`src/hdl/spi_master_bitbang_engine_unit_assert.svh`:
```
// ----------------------------------------------------------------------------
// SPI bit-bang engine assertion macros
// Shared property wrappers, clocked on clk and disabled during reset.
// ----------------------------------------------------------------------------
`ifndef SPI_MASTER_BITBANG_ENGINE_UNIT_ASSERT_SVH
`define SPI_MASTER_BITBANG_ENGINE_UNIT_ASSERT_SVH

// same-cycle implication
`define SMBE_ASSERT_NOW(lbl, ante, cons, msg) \
	lbl: assert property (@(posedge clk) disable iff (!arst_n) (ante) |-> (cons)) \
		else $error(msg);

// next-cycle implication
`define SMBE_ASSERT_NEXT(lbl, ante, cons, msg) \
	lbl: assert property (@(posedge clk) disable iff (!arst_n) (ante) |=> (cons)) \
		else $error(msg);

`endif

```
`src/hdl/spi_mbe_pkg.sv`:
```
// ----------------------------------------------------------------------------
// SPI bit-bang engine package
// Word size, derived widths and operation / device codes.
// ----------------------------------------------------------------------------
package spi_mbe_pkg;

	localparam int BITS_PER_WORD = 8;
	localparam int CNT_W         = $clog2(2 * BITS_PER_WORD);
	localparam int WIDE_W        = (BITS_PER_WORD > 8) ? BITS_PER_WORD : 8;
	localparam logic [CNT_W-1:0] CNT_LAST = CNT_W'(2 * BITS_PER_WORD - 1);

	typedef logic [BITS_PER_WORD-1:0] word_t;
	typedef logic [CNT_W-1:0]         cnt_t;
	typedef logic [1:0]               code_t;

	localparam code_t MODE_WRITE  = 2'd0;
	localparam code_t MODE_READ   = 2'd1;
	localparam code_t MODE_SELECT = 2'd2;

	localparam code_t DEV_FLASH  = 2'd0;
	localparam code_t DEV_RADIO1 = 2'd1;
	localparam code_t DEV_RADIO2 = 2'd2;
	localparam code_t DEV_FPGA   = 2'd3;

endpackage

```
`src/hdl/spi_master_bitbang_engine_unit.sv`:
```
// ----------------------------------------------------------------------------
// SPI bit-bang engine
// Mode 3, MSB-first SPI master advanced by one pin tick per input beat.
// ----------------------------------------------------------------------------
// channel | handshake            | payload
// in      | in_valid / in_ready  | start_req mode device tx_byte keep_selected din
// out     | out_valid / out_ready| sck dout sck_flash dout_flash sel_*_n rx_byte
//         |                      | rx_valid busy_res
//
// One beat in, one beat out. A beat passes through the input register and
// then leaves through the result register; one beat per cycle is sustained
// while out is ready. The tick logic runs when the input register hands off
// to the result register, so a stall on out holds the serial state. An
// operation spans one start beat plus 2*BITS_PER_WORD shift beats. Reset
// clears control and pin state at once.
`include "spi_master_bitbang_engine_unit_assert.svh"

module spi_master_bitbang_engine_unit (
	input  logic                     clk,
	input  logic                     arst_n,
	input  logic                     in_valid,
	output logic                     in_ready,
	input  logic                     start_req,
	input  spi_mbe_pkg::code_t       mode,
	input  spi_mbe_pkg::code_t       device,
	input  logic [7:0]               tx_byte,
	input  logic                     keep_selected,
	input  logic                     din,
	output logic                     out_valid,
	input  logic                     out_ready,
	output logic                     sck,
	output logic                     dout,
	output logic                     sck_flash,
	output logic                     dout_flash,
	output logic                     sel_flash_n,
	output logic                     sel_radio1_n,
	output logic                     sel_radio2_n,
	output logic [7:0]               rx_byte,
	output logic                     rx_valid,
	output logic                     busy_res
);
	import spi_mbe_pkg::*;

	// input register
	logic       valid_s1;
	logic       start_s1;
	code_t      mode_s1;
	code_t      dev_s1;
	logic [7:0] tx_s1;
	logic       keep_s1;
	logic       din_s1;

	// engine state
	logic       active_q, is_read_q, flash_q, release_q;
	cnt_t       cnt_q;
	word_t      shifter_q;
	logic [2:0] sel_n_q;
	logic       sck_q, dout_q, sck_fl_q, dout_fl_q;

	logic       active_d, is_read_d, flash_d, release_d;
	cnt_t       cnt_d;
	word_t      shifter_d;
	logic [2:0] sel_n_d;
	logic       sck_d, dout_d, sck_fl_d, dout_fl_d;
	logic       rx_valid_d;
	logic [7:0] rx_byte_d;

	// result register
	logic       out_valid_s2;
	logic       rx_valid_s2;
	logic [7:0] rx_byte_s2;
	logic       busy_s2;

	logic       adv;
	logic       op_start;
	logic [WIDE_W-1:0] tx_wide;
	logic [WIDE_W-1:0] sh_wide;

	assign adv      = valid_s1 && (!out_valid_s2 || out_ready);
	assign in_ready = !valid_s1 || adv;
	assign op_start = (mode_s1 == MODE_WRITE) || (mode_s1 == MODE_READ);
	assign tx_wide  = WIDE_W'(tx_s1);
	assign sh_wide  = WIDE_W'(shifter_q);

	always_ff @(posedge clk or negedge arst_n) begin
		if (!arst_n) begin
			valid_s1 <= 1'b0;
		end else if (in_ready) begin
			valid_s1 <= in_valid;
		end
	end

	always_ff @(posedge clk) begin
		if (in_valid && in_ready) begin
			start_s1 <= start_req;
			mode_s1  <= mode;
			dev_s1   <= device;
			tx_s1    <= tx_byte;
			keep_s1  <= keep_selected;
			din_s1   <= din;
		end
	end

	always_comb begin
		active_d   = active_q;
		is_read_d  = is_read_q;
		flash_d    = flash_q;
		release_d  = release_q;
		cnt_d      = cnt_q;
		shifter_d  = shifter_q;
		sel_n_d    = sel_n_q;
		sck_d      = sck_q;
		dout_d     = dout_q;
		sck_fl_d   = sck_fl_q;
		dout_fl_d  = dout_fl_q;
		rx_valid_d = 1'b0;
		rx_byte_d  = 8'd0;
		if (!active_q) begin
			if (start_s1) begin
				unique case (dev_s1)
					DEV_FLASH:  sel_n_d[0] = 1'b0;
					DEV_RADIO1: sel_n_d[1] = 1'b0;
					DEV_RADIO2: sel_n_d[2] = 1'b0;
					default:    ;
				endcase
				if (op_start) begin
					active_d  = 1'b1;
					cnt_d     = '0;
					is_read_d = (mode_s1 == MODE_READ);
					flash_d   = (dev_s1 == DEV_FLASH);
					release_d = !keep_s1;
					shifter_d = (mode_s1 == MODE_READ) ? '0 : tx_wide[BITS_PER_WORD-1:0];
					if (dev_s1 == DEV_FLASH) begin
						sck_fl_d = 1'b1;
					end else begin
						sck_d = 1'b1;
					end
				end else if (!keep_s1) begin
					sel_n_d = '1;
				end
			end
		end else begin
			if (!cnt_q[0]) begin
				// low phase: shift, drive or sample
				if (is_read_q) begin
					shifter_d = BITS_PER_WORD'({shifter_q, din_s1});
				end else begin
					shifter_d = BITS_PER_WORD'({shifter_q, 1'b0});
					if (flash_q) begin
						dout_fl_d = shifter_q[BITS_PER_WORD-1];
					end else begin
						dout_d = shifter_q[BITS_PER_WORD-1];
					end
				end
				if (flash_q) begin
					sck_fl_d = 1'b0;
				end else begin
					sck_d = 1'b0;
				end
			end else begin
				if (flash_q) begin
					sck_fl_d = 1'b1;
				end else begin
					sck_d = 1'b1;
				end
			end
			cnt_d = cnt_q + 1'b1;
			if (cnt_q == CNT_LAST) begin
				// last high phase leaves shifter untouched
				active_d   = 1'b0;
				cnt_d      = '0;
				rx_valid_d = is_read_q;
				rx_byte_d  = is_read_q ? sh_wide[7:0] : 8'd0;
				if (release_q) begin
					sel_n_d = '1;
				end
				release_d = 1'b0;
			end
		end
	end

	always_ff @(posedge clk or negedge arst_n) begin
		if (!arst_n) begin
			active_q  <= 1'b0;
			is_read_q <= 1'b0;
			flash_q   <= 1'b0;
			release_q <= 1'b0;
			cnt_q     <= '0;
			shifter_q <= '0;
			sel_n_q   <= '1;
			sck_q     <= 1'b1;
			dout_q    <= 1'b0;
			sck_fl_q  <= 1'b1;
			dout_fl_q <= 1'b0;
		end else if (adv) begin
			active_q  <= active_d;
			is_read_q <= is_read_d;
			flash_q   <= flash_d;
			release_q <= release_d;
			cnt_q     <= cnt_d;
			shifter_q <= shifter_d;
			sel_n_q   <= sel_n_d;
			sck_q     <= sck_d;
			dout_q    <= dout_d;
			sck_fl_q  <= sck_fl_d;
			dout_fl_q <= dout_fl_d;
		end
	end

	always_ff @(posedge clk or negedge arst_n) begin
		if (!arst_n) begin
			out_valid_s2 <= 1'b0;
		end else if (adv) begin
			out_valid_s2 <= 1'b1;
		end else if (out_ready) begin
			out_valid_s2 <= 1'b0;
		end
	end

	always_ff @(posedge clk) begin
		if (adv) begin
			rx_valid_s2 <= rx_valid_d;
			rx_byte_s2  <= rx_byte_d;
			busy_s2     <= active_d;
		end
	end

	// pin levels live in the engine state and are only updated with a beat
	assign out_valid    = out_valid_s2;
	assign sck          = sck_q;
	assign dout         = dout_q;
	assign sck_flash    = sck_fl_q;
	assign dout_flash   = dout_fl_q;
	assign sel_flash_n  = sel_n_q[0];
	assign sel_radio1_n = sel_n_q[1];
	assign sel_radio2_n = sel_n_q[2];
	assign rx_byte      = rx_byte_s2;
	assign rx_valid     = rx_valid_s2;
	assign busy_res     = busy_s2;

	`SMBE_ASSERT_NOW(a_rx_not_busy, out_valid_s2 && rx_valid_s2, !busy_s2,
		"rx_valid raised while still busy")
	`SMBE_ASSERT_NOW(a_rx_zero, out_valid_s2 && !rx_valid_s2, rx_byte_s2 == 8'd0,
		"rx_byte nonzero without rx_valid")
	`SMBE_ASSERT_NOW(a_idle_cnt, !active_q, cnt_q == '0,
		"tick count not cleared while idle")
	`SMBE_ASSERT_NEXT(a_word_end, adv && active_q && (cnt_q == CNT_LAST), !active_q,
		"operation did not end after last tick")

endmodule

```
`config.mk`:
```
export PLATFORM = sky130hd
export DESIGN_NAME = spi_master_bitbang_engine_unit
export DESIGN_NICKNAME = d
export VERILOG_FILES = /design/src/hdl/spi_mbe_pkg.sv /design/src/hdl/spi_master_bitbang_engine_unit.sv
export VERILOG_INCLUDE_DIRS = /design/src /design/src/hdl
export SDC_FILE = /design/constraint.sdc
export NUM_CORES = 1
export LEC_CHECK = 0
export ABC_AREA = 1
export BUFFER_PORTS_ARGS = -buffer_cell sky130_fd_sc_hd__clkbuf_2
export CAP_MARGIN = 40
export CORE_ASPECT_RATIO = 0.9
export CORE_MARGIN = 2
export CORE_UTILIZATION = 38
export DETAILED_ROUTE_END_ITERATION = 10
export REMOVE_ABC_BUFFERS = 1
export SYNTH_ARGS = -nofsm -noshare
export SYNTH_HDL_FRONTEND = slang
export SYNTH_SLANG_ARGS = --single-unit
```
`constraint.sdc`:
```
create_clock -name clk -period 2.1 [get_ports clk]
set_input_delay 0.105 -clock clk [delete_from_list [all_inputs] [get_ports clk]]
set_output_delay 0.105 -clock clk [all_outputs]
set_load 0.02 [all_outputs]
```
; After elaboration in Yosys (flattened, before gate mapping)
; Index checks and enable logic that the tools add are counted.
[totals]
ff_bits = 50
input_bits = 19
elab_cells = 105
[op_classes]
eq_ne = 10
addsub = 1
n_reduce_logical = 25
n_bitwise = 4
n_mux = 43
[ops]
columns = op, count
row1 = 8-bit two-way mux, 5
row2 = 1-bit two-way mux, 28
row3 = 5-bit AND reduction, 4
row4 = 3-bit two-way mux, 6
row5 = 4-bit two-way mux, 4
row6 = 4-bit AND reduction, 4
row7 = 2-bit nonzero test, 4
row8 = "2-bit by 1-bit inequality test with 1-bit output, second input constant", 3
row9 = "2-bit inequality test, second input constant", 3
row10 = 3-bit AND reduction, 2
row11 = "4-bit by 1-bit adder with 4-bit output, second input constant", 1
row12 = "2-bit by 1-bit == test with 1-bit output, second input constant", 2
row13 = "4-bit == test, second input constant", 1
row14 = 2-bit zero test, 2
row15 = 1-bit inverter, 4
row16 = 1-bit zero test, 3
row17 = 1-bit logical OR, 3
row18 = "2-bit == test, second input constant", 1
row19 = 1-bit logical AND, 2
row20 = 2-bit AND reduction, 1

; Longest topological paths before layout
[depth]
ltp_word = 6
depth_mapped = 8
depth_no_buf = 8

; Worst setup path before layout
; No wires, ideal clock.
[synth_path]
path_kind = register to register
start = reg out_valid_s2 (netlist: out_valid)
end = reg dev_s1[0], enable pin
arrival_time_ps = 1180
setup_slack_ps = 561
required_ps = 1741
path_stages_with_launch = 4
setup_ps = 359
period_less_slack_ps = 1539
cell_sequence = dfrtp_1 -> nand3_1 -> nand2_1 -> inv_1
[synth_between]
elab_chain_cells = 5
[synth_lines]
columns = element, line
row1 = "start, declared", spi_master_bitbang_engine_unit.sv:69  ; logic out_valid_s2;
row2 = "start signal, assigned", spi_master_bitbang_engine_unit.sv:212  ; out_valid_s2 <= 1'b0;
row3 = "start signal, assigned", spi_master_bitbang_engine_unit.sv:214  ; out_valid_s2 <= 1'b1;
row4 = "start signal, assigned", spi_master_bitbang_engine_unit.sv:216  ; out_valid_s2 <= 1'b0;
row5 = 1-bit zero test, spi_master_bitbang_engine_unit.sv:79  ; assign adv = valid_s1 && (!out_valid_s2 || out_ready);
row6 = 1-bit logical OR, spi_master_bitbang_engine_unit.sv:79
row7 = 1-bit logical AND, spi_master_bitbang_engine_unit.sv:79
row8 = 1-bit logical OR, spi_master_bitbang_engine_unit.sv:80  ; assign in_ready = !valid_s1 || adv;
row9 = via in_ready, spi_master_bitbang_engine_unit.sv:22  ; output logic in_ready,
row10 = 1-bit logical AND, spi_master_bitbang_engine_unit.sv:94  ; if (in_valid && in_ready) begin
row11 = "end signal, assigned", spi_master_bitbang_engine_unit.sv:97  ; dev_s1 <= device;
row12 = "end, declared", spi_master_bitbang_engine_unit.sv:48  ; code_t dev_s1;
; The timed path passes the listed nets, and every way through them passes these cells.
; A chain may end at the register's enable or synchronous reset.

; Final worst setup path
[layout_path]
start = reg active_q
end = reg shifter_q[0] (netlist: sh_wide[0])
[layout_between]
elab_chain_cells = 2
word_cells_on_any_way = 5
classes_between = eq/ne: 1 / mux: 1 / reduce/logical: 3
[layout_lines]
columns = element, line
row1 = "start, declared", spi_master_bitbang_engine_unit.sv:54  ; logic active_q, is_read_q, flash_q, release_q;
row2 = "start signal, assigned", spi_master_bitbang_engine_unit.sv:196  ; active_q <= active_d;
row3 = 2-bit inequality test (no line) or 2-bit nonzero test (tied branches), --
row4 = 4-bit AND reduction (no line), --
row5 = "end signal, assigned", spi_master_bitbang_engine_unit.sv:201  ; shifter_q <= shifter_d;
row6 = "end, declared", spi_master_bitbang_engine_unit.sv:56  ; word_t shifter_q;
; Several ways; a longest one is shown, not always the timed one.

==> flow_summary.toml <==
[status]
status = "completed"

[floorplan]
dieArea_um2 = 6300
die_x_um = 83.5
fp-row-count = 26
die_h_um = 75.5
start_util = 0.386
core_area_um2 = 5600
io_pins = 38

[worst_hold_path]
hold_path.class = "input pin to register"

[timing]
slew_viol_final = 0
worstMarginPinSlew_ps = 649
fin_setup_tns_ps = 0
fin_skew_ps = 5.07
final_hold_viol_count = 0
timing.fmax_ghz = 0.614
max-slew-margin-rel = 0.567
period_minus_slack_ps = 1630
rsz0062_at_grt = "false"
worst_slack_ps = 471
period_share = 0.776
setup_viol = 0

[drt]
firstDrtPassIters = 4
num_vias = 1600
via_per_inst = 4.52
drt-total-wl_um = 4060
drt_iter0_markers = 123
drc = 0
routedWlPerCell_um = 11.5
ant_nets = 0

[critical_path]
required_ps = 2350
crit_arrival_ps = 1880
crit_path_start_kind = "register"
end_kind = "register"
crit_type = "register to register"
crit_fanout = 21

[yosys]
synthesis.area_um2 = 2160
yosysUniqueCellTypes = 27
syn-instance-count = 225
ys.warnings.count = 0
ys_seq_area_frac = 0.640
syn_area_per_cell_um2 = 9.60
ys_ff_latch = 50

[layout]
drive_above_1_share = 0.239
mostFrequentLayoutCells = "75 x nand2_1, 37 x clkbuf_2, 25 x inv_1, 25 x edfxtp_1, 20 x dfrtp_1"
antennaDiodeCount = 0
area_delta_synth_final_pct = 24.7
nFillCells = 551
layout.nets = 303
final_common_cell = "nand2_1"

[cts]
clockRootBuffer = "clkbuf_8"
clk_latency_ps = 310
htreeDepth = 2
clockBufferDepth = 2
ctsResizeCount = 0
cts_tree = "yes"
post_cts_buffers = 0
clk_pin_slew_ps = 90
numCtsBuffers = 5
hold_buffers = 16
cts_num_sinks = 50

[pwr]
p_leak_nw = 1.26
cellPowerDensity_nw_per_um2 = 1130
ir_drop_mv = 0.490

[placed_design]
place.port_buffers = 37
dp_slack_ps = 523
hpwl_um = 2820
gp_congestion = 0.884

[global_route]
gr-total-overflow = 0
track_usage = 0.137
antenna_found_initial = 0
grt_pass1_vias = 1441
grt_pass1_wl_um = 6750
grt_max_degree = 26

[run]
maxCapViolations = 0
-- routing by layer --
layer | global-route usage | wire [um] | up-vias
li1 | - | - | 832
met3 | 0.0293 | 206 | 7
met1 | 0.194 | 2000 | 711
met5 | 0 | 0 | -
met4 | 0.0591 | 75 | 0
met2 | 0.210 | 1770 | 50
-- flip-flops by register name, summed over array words and instances (netlist names), 2 cells and up --
signal,flops
rx_byte,8
sh_wide,8
tx_s1,8
cnt_q,4
sel_n_q,3
dev_s1,2
mode_s1,2
-- kinds of logic after synthesis --
| family | share of synthesized area |
|---|---|
| AND/OR/NAND/NOR | 0.224 |
| AO/OA/AOI/OAI | 0.0637 |
| buffers and inverters | 0.0661 |
| adder cells (fa/ha/maj) | 0.00579 |
| flip-flops | 0.640 |
-- through the flow --
| stage | hold WS (ps) | cell area (um2) | instances | util | total power, mW |
|---|---|---|---|---|---|
| 5_1_grt | 51.2 | 2690 | 354 | 0.481 | 3.28 |
| 6_report | 11.5 | 2690 | 354 | 0.481 | 3.05 |
| 3_5_place_dp | 164 | 2420 | 330 | 0.432 | 2.37 |
| 2_1_floorplan | -191 | 2150 | 223 | - | 2.11 |
| 4_1_cts | 4.21 | 2690 | 354 | 0.481 | 3.08 |
| 3_3_place_gp | 164 | 2420 | 330 | 0.432 | 2.36 |
-- power breakdown --
| group | internal [mW] | switching (mW) | total [mW] |
|---|---|---|---|
| sequential | 1.30 | 0.207 | 1.51 |
| combinational | 0.310 | 0.552 | 0.862 |
| clock | 0.357 | 0.325 | 0.682 |
| total | 1.97 | 1.08 | 3.05 |
-- synthesized netlist by cell type --
cell type  count  area (um2)
o21ai_2        1        8.76
inv_2          7        26.3
nor2_4         1        11.3
nand4_1        1        6.26
nand3_1       14        70.1
o31ai_1        1        7.51
or2_1          1        6.26
nand2_2        1        6.26
dfstp_2        5         131
nand2_1       75         282
inv_1         25        93.8
inv_4          1        6.26
or2_2          1        6.26
ha_1           1        12.5
buf_2          1        5.00
a21oi_1        2        10.0
nand3_2        1        10.0
buf_4          1        7.51
o21ai_1        7        35.0
nor2_1        15        56.3
nand2_4        1        11.3
clkinv_1       1        3.75
o21ai_0       12        60.1
nor2_2         3        18.8
a21oi_4        1        16.3
dfrtp_1       20         500
edfxtp_1      25         751
-- worst paths after layout --
path	cells after the start	slack [ps]	startpoint	end
setup reg to reg	8	470	active_q	sh_wide[0]
max in group asynchronous	2	1350	arst_n	sh_wide[2]
hold / removal	3	10	in_valid	valid_s1
setup / recovery	8	470	active_q	sh_wide[0]
min in group asynchronous	2	350	arst_n	cnt_q[3]
hold reg to reg	2	460	sck	sck
-- cell type report --
| type | count | area [um2] | share of cell area |
|---|---|---|---|
| Sequential cell | 50 | 1380 | 0.513 |
| Multi-Input combinational cell | 139 | 634 | 0.236 |
| Timing Repair Buffer | 53 | 345 | 0.128 |
| Inverter | 34 | 130 | 0.0483 |
| Tap cell | 70 | 87.6 | 0.0325 |
| Clock buffer | 5 | 68.8 | 0.0256 |
| Clock inverter | 3 | 43.8 | 0.0163 |
-- critical path, cell delays in order, from the launching register on --
cell	delay, ps
dfrtp_1	770
inv_2	150
nor2_2	150
inv_2	60
nand2_1	100
nand2_4	100
inv_4	120
nand2_1	60
nand2_1	60
No activity file was read; power rests on OpenSTA's default activity.
